===== config.mk =====
export PLATFORM = sky130hd
export DESIGN_NAME = setpoint_schedule_ramp_unit
export DESIGN_NICKNAME = d
export VERILOG_FILES = /design/src/hw/rtl/ssr_pkg.sv /design/src/hw/rtl/ssr_front.sv /design/src/hw/rtl/ssr_queue.sv /design/src/hw/rtl/ssr_back.sv /design/src/hw/rtl/setpoint_schedule_ramp_unit.sv
export SDC_FILE = /design/constraint.sdc
export NUM_CORES = 1
export LEC_CHECK = 0
export BUFFER_PORTS_ARGS = -buffer_cell sky130_fd_sc_hd__buf_2
export CORE_UTILIZATION = 55
export CTS_BUF_LIST = sky130_fd_sc_hd__clkbuf_8
export CTS_CLUSTER_SIZE = 14
export DETAILED_ROUTE_END_ITERATION = 8
export PLACE_DENSITY_LB_ADDON = 0.08
export SLEW_MARGIN = 20
export SYNTH_ARGS = -nofsm -noshare
export SYNTH_HDL_FRONTEND = slang
export SYNTH_SLANG_ARGS = --single-unit

===== constraint.sdc =====
create_clock -name clk_i -period 5.9 [get_ports clk_i]
set_clock_uncertainty 0.05 [all_clocks]
set_input_delay 0.885 -clock clk_i [delete_from_list [all_inputs] [get_ports clk_i]]
set_output_delay 0.885 -clock clk_i [all_outputs]
set_load 0.005 [all_outputs]

===== src/hw/rtl/ssr_pkg.sv =====
// shared types, constants and register codes of the setpoint schedule ramp unit
// no dependencies; imported by every module of the block
package ssr_pkg;

  // number of daily program timepoints held in storage
  localparam int MaxTp   = 4;
  localparam int TpIdxW  = (MaxTp > 1) ? $clog2(MaxTp) : 1;
  localparam int CntW    = $clog2(MaxTp + 1);
  localparam int ProgW   = (CntW > 3) ? CntW : 3;

  // time key is {hour, minute}
  localparam int KeyW    = 11;

  // ramp timer
  localparam int TimerW  = 23;
  localparam logic [TimerW-1:0] TimerMax = {TimerW{1'b1}};
  localparam int PeriodW = 22;
  localparam logic [PeriodW-1:0] PeriodReset = 22'd300000;

  // configuration port
  localparam int CfgIdxW  = 3;
  localparam int CfgDataW = 27;
  localparam int NumTpRegs = 4;
  localparam logic [CfgIdxW-1:0] CfgActive = 3'd0;
  localparam logic [CfgIdxW-1:0] CfgTp0    = 3'd1;
  localparam logic [CfgIdxW-1:0] CfgPeriod = 3'd5;
  localparam logic [2:0] ActiveReset = 3'd4;

  // operation codes
  localparam logic OpStart = 1'b0;
  localparam logic OpStep  = 1'b1;

  // queue between front and back
  localparam int QDepth = 2;
  localparam int QPtrW  = (QDepth > 1) ? $clog2(QDepth) : 1;
  localparam int QCntW  = $clog2(QDepth + 1);

  // one timepoint register as packed
  typedef struct packed {
    logic signed [7:0] heat;
    logic signed [7:0] cool;
    logic [5:0]        minute;
    logic [4:0]        hour;
  } tp_t;

  // classified item handed from front to back
  typedef struct packed {
    logic             op;
    logic             match_valid;
    logic [ProgW-1:0] match_prog;
    logic [15:0]      elapsed;
  } qent_t;

  // queue status
  typedef struct packed {
    logic full;
    logic empty;
  } q_stat_t;

endpackage


===== src/hw/rtl/ssr_front.sv =====
// front end: accepts items and classifies the time of day against the timepoints
// depends on ssr_pkg
module ssr_front import ssr_pkg::*; (
  input  logic                  in_valid_i,
  output logic                  in_ready_o,
  input  logic                  operation_i,
  input  logic [4:0]            hour_i,
  input  logic [5:0]            minute_i,
  input  logic [15:0]           elapsed_ms_i,
  input  logic [2:0]            active_tp_i,
  input  tp_t  [MaxTp-1:0]      tp_i,
  output logic                  push_valid_o,
  input  logic                  push_ready_i,
  output qent_t                 push_data_o
);

  logic [KeyW-1:0]   now;
  logic [KeyW-1:0]   key [MaxTp];
  logic [CntW-1:0]   n_use;
  logic [CntW-1:0]   n_m1;
  logic [TpIdxW-1:0] last_idx;
  logic              found;
  logic [ProgW-1:0]  prog;

  assign now = {hour_i, minute_i};

  // timepoint keys
  always_comb begin
    for (int i = 0; i < MaxTp; i++) begin
      key[i] = {tp_i[i].hour, tp_i[i].minute};
    end
  end

  // clamp the count in use to one .. MaxTp
  always_comb begin
    if (active_tp_i == 3'd0) begin
      n_use = CntW'(1);
    end else if (int'(active_tp_i) > MaxTp) begin
      n_use = CntW'(MaxTp);
    end else begin
      n_use = CntW'(active_tp_i);
    end
  end

  assign n_m1     = n_use - CntW'(1);
  assign last_idx = n_m1[TpIdxW-1:0];

  // half-open interval search, later matches win, wrap interval last
  always_comb begin
    found = 1'b0;
    prog  = '0;
    for (int y = 0; y < MaxTp - 1; y++) begin
      if (CntW'(y + 1) < n_use && now >= key[y] && now < key[y + 1]) begin
        found = 1'b1;
        prog  = ProgW'(y + 1);
      end
    end
    if (now >= key[last_idx] || now < key[0]) begin
      found = 1'b1;
      prog  = ProgW'(n_use);
    end
  end

  assign push_valid_o            = in_valid_i;
  assign in_ready_o              = push_ready_i;
  assign push_data_o.op          = operation_i;
  assign push_data_o.match_valid = found;
  assign push_data_o.match_prog  = prog;
  assign push_data_o.elapsed     = elapsed_ms_i;

endmodule


===== src/hw/rtl/ssr_queue.sv =====
// short fifo of classified items between front and back
// depends on ssr_pkg
module ssr_queue import ssr_pkg::*; (
  input  logic    clk_i,
  input  logic    rst_ni,
  input  logic    push_valid_i,
  output logic    push_ready_o,
  input  qent_t   push_data_i,
  output logic    pop_valid_o,
  input  logic    pop_ready_i,
  output qent_t   pop_data_o,
  output q_stat_t stat_o
);

  qent_t             mem_q [QDepth];
  logic [QPtrW-1:0]  wr_ptr_q, wr_ptr_d;
  logic [QPtrW-1:0]  rd_ptr_q, rd_ptr_d;
  logic [QCntW-1:0]  cnt_q, cnt_d;
  logic              do_push, do_pop;

  assign stat_o.full  = (cnt_q == QCntW'(QDepth));
  assign stat_o.empty = (cnt_q == '0);
  assign push_ready_o = !stat_o.full;
  assign pop_valid_o  = !stat_o.empty;
  assign pop_data_o   = mem_q[rd_ptr_q];
  assign do_push      = push_valid_i && push_ready_o;
  assign do_pop       = pop_valid_o && pop_ready_i;

  // pointer and count update
  always_comb begin
    wr_ptr_d = wr_ptr_q;
    rd_ptr_d = rd_ptr_q;
    cnt_d    = cnt_q;
    if (do_push) begin
      wr_ptr_d = (wr_ptr_q == QPtrW'(QDepth - 1)) ? '0 : wr_ptr_q + QPtrW'(1);
    end
    if (do_pop) begin
      rd_ptr_d = (rd_ptr_q == QPtrW'(QDepth - 1)) ? '0 : rd_ptr_q + QPtrW'(1);
    end
    if (do_push && !do_pop) begin
      cnt_d = cnt_q + QCntW'(1);
    end else if (!do_push && do_pop) begin
      cnt_d = cnt_q - QCntW'(1);
    end
  end

  always_ff @(posedge clk_i or negedge rst_ni) begin
    if (!rst_ni) begin
      wr_ptr_q <= '0;
      rd_ptr_q <= '0;
      cnt_q    <= '0;
    end else begin
      wr_ptr_q <= wr_ptr_d;
      rd_ptr_q <= rd_ptr_d;
      cnt_q    <= cnt_d;
    end
  end

  // entry storage
  always_ff @(posedge clk_i) begin
    if (do_push) begin
      mem_q[wr_ptr_q] <= push_data_i;
    end
  end

endmodule


===== src/hw/rtl/ssr_back.sv =====
// back end: program state, setpoint load and ramp, result register
// depends on ssr_pkg
module ssr_back import ssr_pkg::*; (
  input  logic               clk_i,
  input  logic               rst_ni,
  input  logic               pop_valid_i,
  output logic               pop_ready_o,
  input  qent_t              pop_data_i,
  input  tp_t  [MaxTp-1:0]   tp_i,
  input  logic [PeriodW-1:0] period_i,
  output logic               out_valid_o,
  input  logic               out_ready_i,
  output logic [2:0]         program_res_o,
  output logic signed [7:0]  cooling_setpoint_o,
  output logic signed [7:0]  heating_setpoint_o,
  output logic               ramp_moved_o
);

  logic [ProgW-1:0]  prog_q, prog_d;
  logic signed [7:0] cool_q, cool_d;
  logic signed [7:0] heat_q, heat_d;
  logic [TimerW-1:0] timer_q, timer_d;
  logic              moved_d;
  logic              out_valid_q;
  logic [ProgW-1:0]  res_prog_q;
  logic signed [7:0] res_cool_q, res_heat_q;
  logic              res_moved_q;
  logic              fire;
  logic [ProgW-1:0]  prog_m1;
  tp_t               tp_sel;
  logic [TimerW:0]   sum;
  logic [TimerW-1:0] timer_sat;

  // output register frees up when empty or being taken
  assign pop_ready_o = !out_valid_q || out_ready_i;
  assign fire        = pop_valid_i && pop_ready_o;

  // program choice and target lookup
  assign prog_d  = pop_data_i.match_valid ? pop_data_i.match_prog : prog_q;
  assign prog_m1 = prog_d - ProgW'(1);
  assign tp_sel  = tp_i[prog_m1[TpIdxW-1:0]];

  // saturating timer add
  assign sum       = {1'b0, timer_q} + (TimerW + 1)'(pop_data_i.elapsed);
  assign timer_sat = sum[TimerW] ? TimerMax : sum[TimerW-1:0];

  // start load or ramp step
  always_comb begin
    cool_d  = cool_q;
    heat_d  = heat_q;
    timer_d = timer_sat;
    moved_d = 1'b0;
    if (pop_data_i.op == OpStart) begin
      cool_d  = tp_sel.cool;
      heat_d  = tp_sel.heat;
      timer_d = '0;
    end else if (timer_sat > TimerW'(period_i)) begin
      timer_d = '0;
      moved_d = 1'b1;
      if (tp_sel.cool > cool_q) begin
        cool_d = cool_q + 8'sd1;
      end else if (tp_sel.cool < cool_q) begin
        cool_d = cool_q - 8'sd1;
      end
      if (tp_sel.heat > heat_q) begin
        heat_d = heat_q + 8'sd1;
      end else if (tp_sel.heat < heat_q) begin
        heat_d = heat_q - 8'sd1;
      end
    end
  end

  // state and output valid
  always_ff @(posedge clk_i or negedge rst_ni) begin
    if (!rst_ni) begin
      prog_q      <= ProgW'(1);
      cool_q      <= '0;
      heat_q      <= '0;
      timer_q     <= '0;
      out_valid_q <= 1'b0;
    end else begin
      if (fire) begin
        prog_q  <= prog_d;
        cool_q  <= cool_d;
        heat_q  <= heat_d;
        timer_q <= timer_d;
      end
      if (fire) begin
        out_valid_q <= 1'b1;
      end else if (out_ready_i) begin
        out_valid_q <= 1'b0;
      end
    end
  end

  // result payload
  always_ff @(posedge clk_i) begin
    if (fire) begin
      res_prog_q  <= prog_d;
      res_cool_q  <= cool_d;
      res_heat_q  <= heat_d;
      res_moved_q <= moved_d;
    end
  end

  assign out_valid_o        = out_valid_q;
  assign program_res_o      = res_prog_q[2:0];
  assign cooling_setpoint_o = res_cool_q;
  assign heating_setpoint_o = res_heat_q;
  assign ramp_moved_o       = res_moved_q;

endmodule


===== src/hw/rtl/setpoint_schedule_ramp_unit.sv =====
// Setpoint schedule ramp unit: time-of-day program selection with a slow
// half-degree setpoint ramp. Depends on ssr_pkg, ssr_front, ssr_queue, ssr_back.
//
// Usage:
//  - input channel (in_valid_i/in_ready_o): operation, hour, minute and
//    elapsed milliseconds; each item gives exactly one result item.
//  - output channel (out_valid_o/out_ready_i): active program, cooling and
//    heating setpoints in half degrees and the ramp-moved flag.
//  - config channel (cfg_valid_i/cfg_ready_o): register index and data,
//    always ready; write only while no item is in flight.
//  - result path: an accepted item is written into the queue entry, then
//    popped into the result register, from which the receiver takes it.
//  - throughput: one item per cycle while results are taken; the back end
//    state update (program, setpoints, timer) is one registered step per pop.
//  - receiver stall: the result register holds, the two-entry queue fills,
//    then in_ready_o drops; it rises again as soon as a result is taken.
//  - reset: program 1, setpoints 0, timer 0, four timepoints in use, all
//    timepoints zero, ramp period 300000 ms; the block is ready at once.
module setpoint_schedule_ramp_unit import ssr_pkg::*; (
  input  logic                clk_i,
  input  logic                rst_ni,
  input  logic                in_valid_i,
  output logic                in_ready_o,
  input  logic                operation_i,
  input  logic [4:0]          hour_i,
  input  logic [5:0]          minute_i,
  input  logic [15:0]         elapsed_ms_i,
  output logic                out_valid_o,
  input  logic                out_ready_i,
  output logic [2:0]          program_res_o,
  output logic signed [7:0]   cooling_setpoint_o,
  output logic signed [7:0]   heating_setpoint_o,
  output logic                ramp_moved_o,
  input  logic                cfg_valid_i,
  output logic                cfg_ready_o,
  input  logic [CfgIdxW-1:0]  cfg_index_i,
  input  logic [CfgDataW-1:0] cfg_data_i
);

  logic [2:0]         active_tp_q;
  tp_t  [MaxTp-1:0]   tp_q;
  logic [PeriodW-1:0] period_q;
  logic               cfg_we;
  logic               push_valid, push_ready, pop_valid, pop_ready;
  qent_t              push_data, pop_data;
  q_stat_t            q_stat;

  assign cfg_ready_o = 1'b1;
  assign cfg_we      = cfg_valid_i && cfg_ready_o;

  // configuration registers
  always_ff @(posedge clk_i or negedge rst_ni) begin
    if (!rst_ni) begin
      active_tp_q <= ActiveReset;
      tp_q        <= '0;
      period_q    <= PeriodReset;
    end else if (cfg_we) begin
      if (cfg_index_i == CfgActive) begin
        active_tp_q <= cfg_data_i[2:0];
      end
      if (cfg_index_i == CfgPeriod) begin
        period_q <= cfg_data_i[PeriodW-1:0];
      end
      for (int i = 0; i < MaxTp; i++) begin
        if (i < NumTpRegs && cfg_index_i == CfgIdxW'(int'(CfgTp0) + i)) begin
          tp_q[i] <= tp_t'(cfg_data_i);
        end
      end
    end
  end

  ssr_front u_front (
    .in_valid_i   (in_valid_i),
    .in_ready_o   (in_ready_o),
    .operation_i  (operation_i),
    .hour_i       (hour_i),
    .minute_i     (minute_i),
    .elapsed_ms_i (elapsed_ms_i),
    .active_tp_i  (active_tp_q),
    .tp_i         (tp_q),
    .push_valid_o (push_valid),
    .push_ready_i (push_ready),
    .push_data_o  (push_data)
  );

  ssr_queue u_queue (
    .clk_i        (clk_i),
    .rst_ni       (rst_ni),
    .push_valid_i (push_valid),
    .push_ready_o (push_ready),
    .push_data_i  (push_data),
    .pop_valid_o  (pop_valid),
    .pop_ready_i  (pop_ready),
    .pop_data_o   (pop_data),
    .stat_o       (q_stat)
  );

  ssr_back u_back (
    .clk_i              (clk_i),
    .rst_ni             (rst_ni),
    .pop_valid_i        (pop_valid),
    .pop_ready_o        (pop_ready),
    .pop_data_i         (pop_data),
    .tp_i               (tp_q),
    .period_i           (period_q),
    .out_valid_o        (out_valid_o),
    .out_ready_i        (out_ready_i),
    .program_res_o      (program_res_o),
    .cooling_setpoint_o (cooling_setpoint_o),
    .heating_setpoint_o (heating_setpoint_o),
    .ramp_moved_o       (ramp_moved_o)
  );

  // a delivered result is never program zero
  a_prog_nonzero: assert property (@(posedge clk_i) disable iff (!rst_ni)
    out_valid_o |-> program_res_o != 3'd0)
    else $error("program result is zero");

  // queue cannot be full and empty at once
  a_queue_stat: assert property (@(posedge clk_i) disable iff (!rst_ni)
    !(q_stat.full && q_stat.empty))
    else $error("queue status inconsistent");

  // a taken result with nothing queued leaves the output empty
  a_out_drain: assert property (@(posedge clk_i) disable iff (!rst_ni)
    (out_valid_o && out_ready_i && !pop_valid) |=> !out_valid_o)
    else $error("result repeated after being taken");

  // a full queue with a stalled receiver holds the input off next cycle
  a_backpressure: assert property (@(posedge clk_i) disable iff (!rst_ni)
    (q_stat.full && out_valid_o && !out_ready_i) |=> !in_ready_o)
    else $error("input accepted while queue and output are stalled");

endmodule


=== Yosys cells after proc, flatten, opt, wreduce, memory -nomap -nowiden ===
Memory sizes are Yosys's and may differ from the RTL's.
Cells that the tools add are included.

* Register bits: 200
* Input bits: 63
* Bits in writable memories: 42
* Memories kept: 1
* Word-level logic and storage cells: 132
* Output and inout bits: 23

* Muxes and demuxes: 36
* Order comparisons: 19
* Equal/unequal tests: 6
* $add $sub $neg: 11
* Reductions and logical operators: 28
* Bitwise logic cells: 1

{| class="wikitable"
|+ Memory list
! memory !! depth !! bits a word !! rd ports !! clocked after Yosys merged registers in !! write ports !! line !! text
|-
| u_queue.mem_q || 2 || 21 || 1 || 0 || 1 || ssr_queue.sv:15 || <nowiki>qent_t mem_q [QDepth];</nowiki>
|}

{| class="wikitable"
|+ Operators with widths
! operator !! number
|-
| 23-bit 2-to-1 mux || 3
|-
| 8-bit 2-to-1 mux || 8
|-
| 27-bit binary-select mux with 2-bit select || 1
|-
| 11-bit >= comparator || 4
|-
| 11-bit less-than comparator || 4
|-
| 27-bit 2-to-1 mux || 1
|-
| 23-bit by 16-bit adder with 24-bit output || 1
|-
| 23-bit by 22-bit > comparator with 1-bit output || 1
|-
| 11-bit binary-select mux with 2-bit select || 1
|-
| 11-bit 2-to-1 mux || 2
|-
| 8-bit by 2-bit adder with 8-bit output (second input constant) || 2
|-
| 8-bit > comparator || 2
|-
| 8-bit less-than comparator || 2
|-
| 8-bit by 2-bit subtractor with 8-bit output (second input constant) || 2
|-
| 1-bit 2-to-1 mux || 12
|-
| 3-bit 2-to-1 mux || 4
|-
| 2-bit AND reduction || 6
|-
| 1-bit logical AND || 10
|-
| 2-bit 2-to-1 mux || 4
|-
| 3-bit by 2-bit == test with 1-bit output (second input constant) || 2
|-
| 3-bit == test (second input constant) || 2
|-
| 3-bit zero test || 2
|-
| 2-bit by 3-bit less-than comparator with 1-bit output (first input constant) || 2
|-
| 2-bit by 1-bit subtractor with 2-bit output (second input constant) || 3
|-
| other kinds (13) || 20
|}

=== Logic depth before layout (Yosys ltp) ===
Gate-level depths: netlist of the first run.

* Word-level depth: 11
* Depth in mapped cells: 25
* Depth with buffers taken out: 21

=== Cells and area by module ===
Synthesis of the first run repeated with hierarchy kept, for this count alone.

* Cells, all modules: 1253
* Area, all modules: 14300.0 um^2

{| class="wikitable"
|+ Modules (own cells, without submodules)
! module !! area an instance (um^2) !! cells each !! seq. area each (um^2) !! instances
|-
| ssr_back || 5602.9 || 616 || 1677.9 || 1
|-
| setpoint_schedule_ramp_unit || 5046.1 || 287 || 3339.5 || 1
|-
| ssr_front || 1911.8 || 265 || 0.0 || 1
|-
| ssr_queue || 1739.2 || 85 || 1361.3 || 1
|}

=== Worst setup path after synthesis of the first run ===
OpenSTA, ideal clock, no wires.

* Path type: reg-to-reg
* From: register u_queue.rd_ptr_q
* To: register u_back.res_heat_q[1] (netlist: u_back.heating_setpoint_o[1]) (data pin)
* Library setup time: 0.259 ns
* Slack: 0.115 ns
* Clock period less this slack: 5.785 ns
* Arrival: 5.476 ns
* Stages on the path, launching flop included: 23
* Buffers on the path: 4
* Required time: 5.591 ns
* Cells stage by stage: dfrtp_1 > clkbuf_1 > clkbuf_1 > buf_1 > mux2i_1 > fa_1 > nor2b_1 > o2111a_1 > or3_1 > a21o_1 > a2111oi_2 > nor3_1 > xnor2_1 > nand2_1 > ha_1 > nand4_1 > or3_1 > a2bb2oi_1 > a211o_1 > clkbuf_1 > o32a_1 > a31oi_1 > nor2_1

* Word-level cells in the longest chain between the ends: 10
* Elaborated cells on any way between the ends: 14
* Classes of those cells: add/sub: 2; order compare: 3; mux: 8; memory: 1

{| class="wikitable"
|+ Ends and longest elaborated chain
! element !! line !! text
|-
| start, declared || ssr_queue.sv:17 || <nowiki>logic [QPtrW-1:0] rd_ptr_q, rd_ptr_d;</nowiki>
|-
| start signal, assigned || ssr_queue.sv:54 || <nowiki>rd_ptr_q <= rd_ptr_d;</nowiki>
|-
| memory read 2 x 21 bit (*) || - ||
|-
| parallel branches: the longest is 8 deep, another holds 23-bit by 16-bit adder with 24-bit output || - ||
|-
| 8-bit 2-to-1 mux (*) || ssr_back.sv:53 || <nowiki>if (pop_data_i.op == OpStart) begin</nowiki>
|-
| via u_back.heat_d[1] || ssr_back.sv:21 || <nowiki>logic signed [7:0] heat_q, heat_d;</nowiki>
|-
| end signal, assigned || ssr_back.sv:101 || <nowiki>res_heat_q <= heat_d;</nowiki>
|-
| end, declared || ssr_back.sv:26 || <nowiki>logic signed [7:0] res_cool_q, res_heat_q;</nowiki>
|}

Mark *: on every way through the listed nets, which the timed path passes. The select of a mux whose other input is x is not followed.
A chain may end at the register's enable or synchronous reset.

=== Final worst setup path of the first run ===
* From: register u_queue.rd_ptr_q
* To: register u_back.res_cool_q[1] (netlist: u_back.cooling_setpoint_o[1]) (data pin)

* Word-level cells in the longest chain between the ends: 10
* Elaborated cells on any way between the ends: 14
* Classes of those cells: add/sub: 2; order compare: 3; mux: 8; memory: 1

{| class="wikitable"
|+ Ends and longest elaborated chain
! element !! line !! text
|-
| memory read 2 x 21 bit (*) || - ||
|-
| parallel branches: the longest is 8 deep, another holds 23-bit by 16-bit adder with 24-bit output || - ||
|-
| 8-bit 2-to-1 mux (*) || ssr_back.sv:53 ||
|-
| via u_back.cool_d[1] || ssr_back.sv:20 || <nowiki>logic signed [7:0] cool_q, cool_d;</nowiki>
|-
| end signal, assigned || ssr_back.sv:100 || <nowiki>res_cool_q <= cool_d;</nowiki>
|-
| end, declared || ssr_back.sv:26 ||
|}

Marked as above.

==> reports/qor.csv, run 1 <==
metric;value;unit
vias;10335;
worst-setup-path-type;reg -> reg;
async_flop_share;74.4;%
clkSlewWorstSetupHoldPaths;0.06;ns
drive_gt1_share;24.7;%
dieWidth;162;um
drc;0;
htreeDepth;2;
place_area;14900;um^2
clockBufferDepth;3;
cts_num_sinks;242;
outcome;finished clean;
start_kind;register;
drtIter0Drc;632;
worstPathRequired;6.15;ns
core;25100;um^2
fin_ws;0.452;ns
die_y;162;um
grt_pass1_vias;10445;
vias_per_cell;5.87;
cp.arrival;5.70;ns
dpl_worst_slack;0.150;ns
p_per_area;516;nW/um^2
synth_top_area_share;30.3;%
cts_buffers;42;
synth_area_leaders;dfrtp_1 30%, edfxtp_1 13%, ha_1 10%, mux2_2 10%, o21ai_0 3.7%;
min_period;5.45;ns
synth_area;14100;um^2
wl;33100;um
p_leak;0.00710;uW
dieArea;26200;um^2
r2r_start;u_queue.rd_ptr_q$_DFFE_PN0P_;
synthesis.nets;1475;
clk_latency;0.56;ns
synth_top_cell_by_area;dfrtp_1;
tritoncts;done;
grt_usage;26.2;%
cts_setup_buffers;0;
pin_count;86;
tightest_slew;1.01;ns
area_growth;13.0;%
port_buffers;84;
rows;58;
grt-ovfl-total;0;
timing.final.crit_share;92.3;%
worstSetupStartpoint;u_queue.rd_ptr_q$_DFFE_PN0P_;
tns;0;ns
antenna_found_initial;1;
grt_setup_unrepaired;no;
r2r_cells;20;
slew_headroom;32.4;%
seq_area_frac_synth;45.4;%
ant_nets;0;
hold_violations;0;
synthesis.instances;1298;
yosys_warnings;0;
p_total;8200;uW
gp_congestion;0.906;
nNetsFinal;1573;
synth-edff-count;62;
wl_per_cell;18.8;um
cts_root_buffer;clkbuf_8;
final_area;15900;um^2
holdWs;0.286;ns
final_common_cell;dfrtp_1;
grt_max_degree;109;
fmax;0.184;GHz
worst_setup_path_end_kind;register;
synthFlopType;dfrtp_1;
start_util;56.0;%
worstReg2RegEnd;u_back.cooling_setpoint_o[1]$_DFFE_PP_;
synth_area_per_cell;10.8;um^2
cp_max_fo;15;
synth_cell_types;79;
setup_violations;0;
grt_pass1_wl;54200;um
drtPass1Iterations;5;
r2r_slack;0.45;ns
slew_violations;0;
hp-class;in -> async;
max_cap_violations;0;
ir_worst_vdd;300;uV
dp_hpwl;23600;um
ys_ff_latch;242;
final_cell_mix;170 x dfrtp_1, 125 x mux2_2, 120 x nand2_1, 113 x ha_1, 103 x o21ai_0;
## per-stage QoR
stage / std cells / util [%]
finish: 1760 / 63.2
global route: 1760 / 63.2
detailed placement: 1682 / 59.3
floorplan: 1298 / -
CTS: 1759 / 63.1
global placement: 1682 / 59.3
## cell families after synthesis
kind of cell | after synthesis | synth area share, %
and+or+nand+nor | 316 | 11.1
buffers and inverters | 144 | 4.05
muxes | 155 | 13.4
AOI/OAI and AO/OA | 302 | 14.4
other | 1 | 0.0267
xor gates and xnor gates | 24 | 1.50
DFF | 242 | 45.4
adders and majority gates | 114 | 10.2
## registers in the layout, indices dropped and copies added (netlist names), 3 cells and up
signal / cells
u_back.program_res_o: 3
u_back.cooling_setpoint_o: 8
period_q: 22
tp_q: 108
u_back.heating_setpoint_o: 8
active_tp_q: 3
u_back.prog_q: 3
u_back.heat_q: 8
u_back.cool_q: 8
u_queue.mem_q: 42
u_back.timer_q: 23
## area by class of cell
cell class                 count  area (um^2)
fill                        2110         9230
multi-input combinational    912         7180
sequential                   242         6380
clock buffer                  57          785
timing repair buffer         106          608
tap                          330          413
inverter                      92          345
clock inverter                20          169
antenna                        1         2.50
## metal layers
layer  vias up  GRT usage, %  share of wire [%]
met2       255          41.7                 46
met5         -             0                  0
met4         0          6.99                1.9
met3        54          3.68                4.8
met1      5060          37.6                 48
li1       4966             -                  -
## power breakdown
part	switching (uW)	internal [uW]
Clock	714	963
Combinational	2260	1670
Sequential	315	2270
Total	3290	4910
## Yosys cell counts (14+ instances only)
cell / count
nand4_1: 19
o21a_1: 16
edfxtp_1: 62
mux2_2: 125
dfrtp_1: 170
xnor2_1: 17
mux2i_1: 16
nor2_1: 45
mux4_2: 14
ha_1: 113
inv_1: 91
o21ai_0: 103
a21o_1: 18
nand3_1: 28
clkbuf_1: 39
a22o_1: 17
nand2_1: 120
nor2b_1: 24
a21oi_1: 46
## repair_timing
action	CTS	global route
setup endpoints to repair	0	54
hold buffers	0	0
resized for setup	0	5
## how the worst max path moves through the flow
stage / to / slack (ns)
2_1_floorplan: u_back.heating_setpoint_o[1]$_DFFE_PP_ / 0.12
3_3_place_gp: u_back.heating_setpoint_o[5]$_DFFE_PP_ / 0.26
5_1_grt: u_back.timer_q[18]$_DFFE_PN0P_ / 0.04
4_1_cts: u_back.cooling_setpoint_o[1]$_DFFE_PP_ / 0.12
6_report: u_back.cooling_setpoint_o[1]$_DFFE_PP_ / 0.45
3_5_place_dp: u_back.cooling_setpoint_o[1]$_DFFE_PP_ / 0.15
## worst max-delay path, stage by stage (launching register included)
cell       delay (ns)
dfrtp_1          0.42
buf_6            0.22
mux2_2           0.36
ha_1             0.33
a21oi_1          0.19
nor2b_1          0.09
or3_1            0.39
a21o_1           0.27
a2111oi_4        0.41
nor3_1           0.16
xnor2_1          0.17
nand2_1          0.07
ha_1             0.30
o21a_1           0.11
o21ai_0          0.23
a211oi_1         0.14
a211oi_2         0.31
o311ai_4         0.15
or2_2            0.44
o311ai_2         0.31
nor2_1           0.07
No activity file was read; power rests on OpenSTA's default activity.
==> inputs of run 2 (changes only) <==
--- a/config.mk
+++ b/config.mk
@@ -5,6 +5,7 @@
 export SDC_FILE = /design/constraint.sdc
 export NUM_CORES = 1
 export LEC_CHECK = 0
+export ABC_AREA = 1
 export BUFFER_PORTS_ARGS = -buffer_cell sky130_fd_sc_hd__buf_2
 export CORE_UTILIZATION = 55
 export CTS_BUF_LIST = sky130_fd_sc_hd__clkbuf_8
==> run 2 against run 1 <==
  * Sequential cell count unchanged
  * Non-clock buffer count decreased by 9
  * Die area rose by 2.1%
  * Total power grew 15%
  * Design area rose by 0.61%
  * Synthesized cell count grew 36%
  * Register-to-register slack gained 0.13 ns
  * Critical path type unchanged
==> reports/qor.csv, run 2 <==
metric;value;unit
timing.final.crit_share;90.1;%
critPathMaxStageDelay;0.47;ns
hp-class;in -> async;
worst-setup-path-type;reg -> reg;
regMostFlops;tp_q;
yosys_warnings;0;
slew_headroom;27.2;%
synth_commonest_cells;529 x nand2_1, 185 x o21ai_0, 183 x inv_1;
setup_violations;0;
synthesis.instances;1762;
p_leak;0.00798;uW
power_frac_comb;55.7;%
seqPwrFrac;26.9;%
htreeDepth;2;
worst_setup_path_end_kind;register;
regArea;6380;um^2
synth_top_area_share;29.6;%
drtIter0Drc;996;
port_buffers;84;
synth-edff-count;62;
clk_latency;0.56;ns
wl;36100;um
p_per_area;589;nW/um^2
outcome;finished clean;
slew_violations;0;
final_common_cell;nand2_1;
synth_top_cell_by_area;dfrtp_1;
start_kind;register;
yosys.cell_count.top_type;nand2_1;
core;25400;um^2
cts_buffers;42;
p_switching;4470;uW
nNetsFinal;2019;
synth_area_per_cell;8.15;um^2
area_growth;11.3;%
gp_congestion;0.957;
max_cap_violations;0;
start_util;56.5;%
grt_pass1_wl;59200;um
die_y;164;um
crit_slowest_cell;o211ai_4;
worstPathRequired;6.28;ns
ys_ff_latch;242;
grt_setup_unrepaired;no;
worstPathCellList;inv_2 -> or2_2 -> o21ai_0 -> fa_1 -> inv_1 -> nand2_1 -> nand3_2 -> a31o_2 -> a21boi_0 -> nor2_1 -> nand2_1 -> nand3_1 -> ha_1 -> nand2_1 -> nor2_1 -> nand3_1 -> a21oi_1 -> nor2_1 -> o211ai_4 -> nand2_4 -> nand2_1 -> inv_2 -> a22o_1;
synthesis.nets;1939;
intPower;4940;uW
tns;0;ns
dieArea;26800;um^2
top_regs;tp_q (108), u_queue.mem_q (42), u_back.timer_q (23);
pin_count;86;
cts_root_buffer;clkbuf_8;
crit_top_cell;nand2_1;
largest_register_ffs;108;
antenna_found_initial;0;
grt_max_degree;76;
clockBufferDepth;3;
cp_max_fo;21;
tritoncts;done;
dieWidth;164;um
r2r_start;u_queue.rd_ptr_q$_DFFE_PN0P_;
async_flop_share;74.4;%
grt_pass1_vias;11527;
worstSetupStartpoint;u_queue.rd_ptr_q$_DFFE_PN0P_;
swShare;47.5;%
tightest_slew;1.09;ns
drive_gt1_share;11.1;%
vias_per_cell;5.49;
synth_area;14400;um^2
vias;12104;
fillers;2323;
holdWs;0.273;ns
dp_hpwl;25800;um
fmax;0.188;GHz
final_cell_mix;529 x nand2_1, 198 x inv_1, 185 x o21ai_0, 170 x dfrtp_1, 113 x ha_1;
rows;58;
diodes;0;
cts_num_sinks;242;
ir_worst_vdd;402;uV
synth_area_leaders;dfrtp_1 30%, nand2_1 14%, edfxtp_1 13%, ha_1 9.8%, o21ai_0 6.4%;
wl_per_cell;16.4;um
drc;0;
grt_usage;28.1;%
multi_input_area;7040;um^2
clkPwrFrac;17.4;%
grt-ovfl-total;0;
hold_violations;0;
ant_nets;0;
synthFlopType;dfrtp_1;
drtPass1Iterations;7;
holdBufCountCts;0;
seq_area_frac_synth;44.4;%
synth_cell_types;63;
clkSlewWorstSetupHoldPaths;0.06;ns
min_period;5.31;ns
cp.arrival;5.69;ns
[run 2: area by class of cell]
class                   count  area share (%)
clock inverters            23            1.19
flip-flops and latches    242            39.9
well taps                 330            2.58
clock buffers              52            4.48
multi-input cells        1270            44.1
inverters                 189            4.44
repair buffers             97            3.28
[run 2: logic make-up (layout without fill, tap and decap cells)]
family / after synthesis / after routing / share of synthesized area [%]
AOI/OAI and AO/OA: 327 / 327 / 13.7
other: 1 / 1 / 0.0261
buffers and inverters: 250 / 361 / 6.86
and+or+nand+nor: 791 / 791 / 22.8
adders and majority gates: 114 / 114 / 9.99
DFF: 242 / 242 / 44.4
muxes: 1 / 1 / 0.0697
xor gates and xnor gates: 36 / 36 / 2.20
[run 2: through the flow]
step / instances / power, uW / worst slack [ns] / utilization (%) / cell area (um^2)
after floorplan: 1762 / 6380 / 1.56 / - / 14400
after global placement: 2128 / 7660 / 0.829 / 59.2 / 15000
after detailed placement: 2128 / 7750 / 0.543 / 59.2 / 15000
after CTS: 2203 / 9420 / 0.513 / 62.8 / 15900
after global routing: 2203 / 10300 / 0.0910 / 62.9 / 16000
final: 2203 / 9410 / 0.585 / 62.9 / 16000
[run 2: critical path, delay by kind of cell, from the launching register on]
family          cells  cell delay, ns
compound gates      6            1.68
fa+ha+maj           2            0.61
buf+inv             3            0.45
flops               1            0.36
simple gates       12            2.01
[run 2: layer usage]
metal / part of all wire (%) / wire (um) / track usage (%) / vias to the layer above
met5: 0 / 0 / 0 / -
met4: 2.0 / 739 / 7.70 / 0
met3: 4.7 / 1690 / 3.71 / 63
met2: 47 / 16900 / 46.2 / 314
met1: 46 / 16700 / 39.0 / 5730
li1: - / - / - / 5997
[run 2: worst paths after layout]
path	to	cells after the start	slack (ns)
worst max-delay path	u_back.timer_q[15]$_DFFE_PN0P_	23	0.59
worst min-delay path	u_back.heat_q[3]$_DFFE_PN0P_	1	0.27
worst max register to register	u_back.timer_q[15]$_DFFE_PN0P_	23	0.59
worst min register to register	u_queue.cnt_q[0]$_DFFE_PN0P_	1	0.42
max in group asynchronous	tp_q[39]$_DFFE_PN0P_	2	4.27
min in group clk_i	u_queue.cnt_q[0]$_DFFE_PN0P_	1	0.42
[run 2: timing repair]
action | in CTS | in global routing
gates resized for setup | 0 | 1
setup buffers | 0 | 0
hold endpoints to repair | 0 | 0
endpoints found under the setup margin | 0 | 1
[run 2: power by group through the flow]
| stage | Clock [uW] | Sequential, uW | Combinational (uW) |
|---|---|---|---|
| 5_1_grt | 1740 | 2580 | 5960 |
| 3_5_place_dp | 0 | 2550 | 5200 |
| 4_1_cts | 1670 | 2530 | 5220 |
| 6_report | 1640 | 2530 | 5240 |
| 2_1_floorplan | 0 | 2470 | 3900 |
| 3_3_place_gp | 0 | 2550 | 5110 |
==> inputs of run 3 (changes only) <==
--- a/config.mk
+++ b/config.mk
@@ -16,3 +16,4 @@
 export SYNTH_ARGS = -nofsm -noshare
 export SYNTH_HDL_FRONTEND = slang
 export SYNTH_SLANG_ARGS = --single-unit
+export TNS_END_PERCENT = 10
==> constraint.sdc (replaced) <==
create_clock -name clk_i -period 5.9 [get_ports clk_i]
set_clock_uncertainty 0.05 [all_clocks]
set_input_delay 0.295 -clock clk_i [delete_from_list [all_inputs] [get_ports clk_i]]
set_output_delay 0.295 -clock clk_i [all_outputs]
set_load 0.005 [all_outputs]
==> run 3 against run 2 <==
  * Cell count grew 1.1%
  * Critical endpoint unchanged
  * Global-route usage grew 0.26 points
  * Total power grew 0.21%
  * Via count grew 0.60%
  * Highest routed layer unchanged
  * Setup slack is essentially flat
  * Maximum frequency is essentially flat
  * Count of clock-buffer cells in the layout is the same
  * Sequential cell count is the same
  * Critical path depth is the same
  * Routed wire length grew 0.97%
  * Utilization grew 0.99 points
==> reports/qor.csv, run 3 (synthesis results as in run 2) <==
metric;value;unit
outcome;finished clean;
worstSetupStartpoint;u_queue.rd_ptr_q$_DFFE_PN0P_;
worstPathRequired;6.28;ns
min_period;5.31;ns
cp_max_fo;21;
rows;58;
grt_pass1_vias;11671;
dieArea;26800;um^2
grt-ovfl-total;0;
path_buf_inv;3;
ir_worst_vdd;405;uV
final-instance-count-excl-fill;2228;
clk_latency;0.57;ns
wl;36500;um
drtIter0Drc;938;
cts_num_sinks;242;
diodes;0;
tritoncts;done;
crit_top_cell;nand2_1;
slew_headroom;27.4;%
crit_slowest_cell;o211ai_4;
clkSlewWorstSetupHoldPaths;0.06;ns
timing.final.crit_share;90.1;%
nNetsFinal;2044;
htreeDepth;2;
top_regs;tp_q (108), u_queue.mem_q (42), u_back.timer_q (23);
wl_per_cell;16.4;um
vias_per_cell;5.47;
grt_max_degree;76;
fmax;0.188;GHz
min_from;cfg_data_i[9];
hold_violations;0;
antenna_found_initial;0;
regMostFlops;tp_q;
gp_congestion;0.957;
fillers;2295;
grt_usage;28.4;%
holdWs;0.0247;ns
grt_pass1_wl;59800;um
worstPathCellList;inv_2 -> or2_2 -> o21ai_0 -> fa_1 -> inv_1 -> nand2_1 -> nand3_2 -> a31o_2 -> a21boi_0 -> nor2_1 -> nand2_1 -> nand3_1 -> ha_1 -> nand2_1 -> nor2_1 -> nand3_1 -> a21oi_1 -> nor2_1 -> o211ai_4 -> nand2_4 -> nand2_1 -> inv_2 -> a22o_1;
tightest_slew;1.09;ns
start_kind;register;
dieWidth;164;um
cts_root_buffer;clkbuf_8;
final_common_cell;nand2_1;
hp-class;in -> reg;
critPathMaxStageDelay;0.47;ns
place_inst;2128;
cts_setup_buffers;0;
largest_register_ffs;108;
max_cap_violations;0;
drc;0;
p_leak;0.00808;uW
grt_setup_unrepaired;no;
cts_buffers;42;
worst-setup-path-type;reg -> reg;
dp_hpwl;25800;um
die_y;164;um
slew_violations;0;
ant_nets;0;
worst_setup_path_end_kind;register;
area_growth;13.0;%
port_buffers;84;
cp.arrival;5.69;ns
start_util;56.5;%
multi_input_area;7040;um^2
regArea;6380;um^2
drive_gt1_share;11.0;%
clockBufferDepth;3;
core;25400;um^2
p_per_area;581;nW/um^2
tns;0;ns
setup_violations;0;
final_cell_mix;529 x nand2_1, 198 x inv_1, 185 x o21ai_0, 170 x dfrtp_1, 113 x ha_1;
pin_count;86;
vias;12177;
drtPass1Iterations;5;
r2r_start;u_queue.rd_ptr_q$_DFFE_PN0P_;
critical_path.top_delay_family;simple AND/OR/NAND/NOR gates;
==> run 3: changes by cell type in the layout (fill, tap and decap cells not counted) <==
| cell | delta |
|---|---|
| dlygate4sd3_1 | +25 |
==> run 3: path summary, 6_finish.rpt <==
| path | end | slack (ns) | cells past startpoint |
|---|---|---|---|
| max | u_back.timer_q[15]$_DFFE_PN0P_ | 0.59 | 23 |
| min in group asynchronous | u_back.heat_q[3]$_DFFE_PN0P_ | 0.26 | 2 |
| max in group asynchronous | tp_q[39]$_DFFE_PN0P_ | 4.28 | 3 |
| min reg2reg | u_queue.cnt_q[0]$_DFFE_PN0P_ | 0.42 | 1 |
| min | period_q[9]$_DFFE_PN1P_ | 0.02 | 3 |
| max reg2reg | u_back.timer_q[15]$_DFFE_PN0P_ | 0.59 | 23 |
==> run 3: layout make-up <==
| cell class | count | share of cell area, % |
|---|---|---|
| multi-input cells | 1270 | 43.4 |
| inverters | 189 | 4.37 |
| clock inverters | 23 | 1.17 |
| flip-flops and latches | 242 | 39.3 |
| repair buffers | 122 | 4.77 |
| well taps | 330 | 2.55 |
| clock buffers | 52 | 4.41 |
==> run 3: power breakdown <==
group / switching, uW / total (uW) / internal, uW
registers: 276 / 2530 / 2250
logic: 3490 / 5260 / 1760
clock network: 705 / 1640 / 933
==> run 3: stage by stage <==
stage / instance area [um^2] / util, % / setup slack, ns / power [uW]
3_3_place_gp: 15000 / 59.2 / 0.829 / 7660
2_1_floorplan: 14400 / - / 1.56 / 6380
3_5_place_dp: 15000 / 59.2 / 0.543 / 7750
4_1_cts: 16200 / 63.8 / 0.513 / 9430
5_1_grt: 16200 / 63.9 / 0.0910 / 10300
6_report: 16200 / 63.9 / 0.585 / 9430
==> run 3: tightest hold or removal path: cells and delay by family <==
| kind | cells | cell delay, ns |
|---|---|---|
| AOI/OAI and AO/OA | 1 | 0.10 |
| buffers and inverters | 2 | 0.23 |
==> run 3: repair_timing <==
action	4_1_cts	5_1_grt
hold buffers	25	0
hold endpoints to repair	126	0
gates resized for setup	0	1
setup endpoints to repair	0	1
==> run 3: metal layers <==
| metal | GRT usage (%) | vias up | routed length (um) | share of wire (%) |
|---|---|---|---|---|
| li1 | - | 6048 | - | - |
| met1 | 39.2 | 5763 | 16900 | 46 |
| met2 | 46.8 | 303 | 17100 | 47 |
| met3 | 3.71 | 63 | 1690 | 4.6 |
| met4 | 7.70 | 0 | 763 | 2.1 |
| met5 | 0 | - | 0 | 0 |
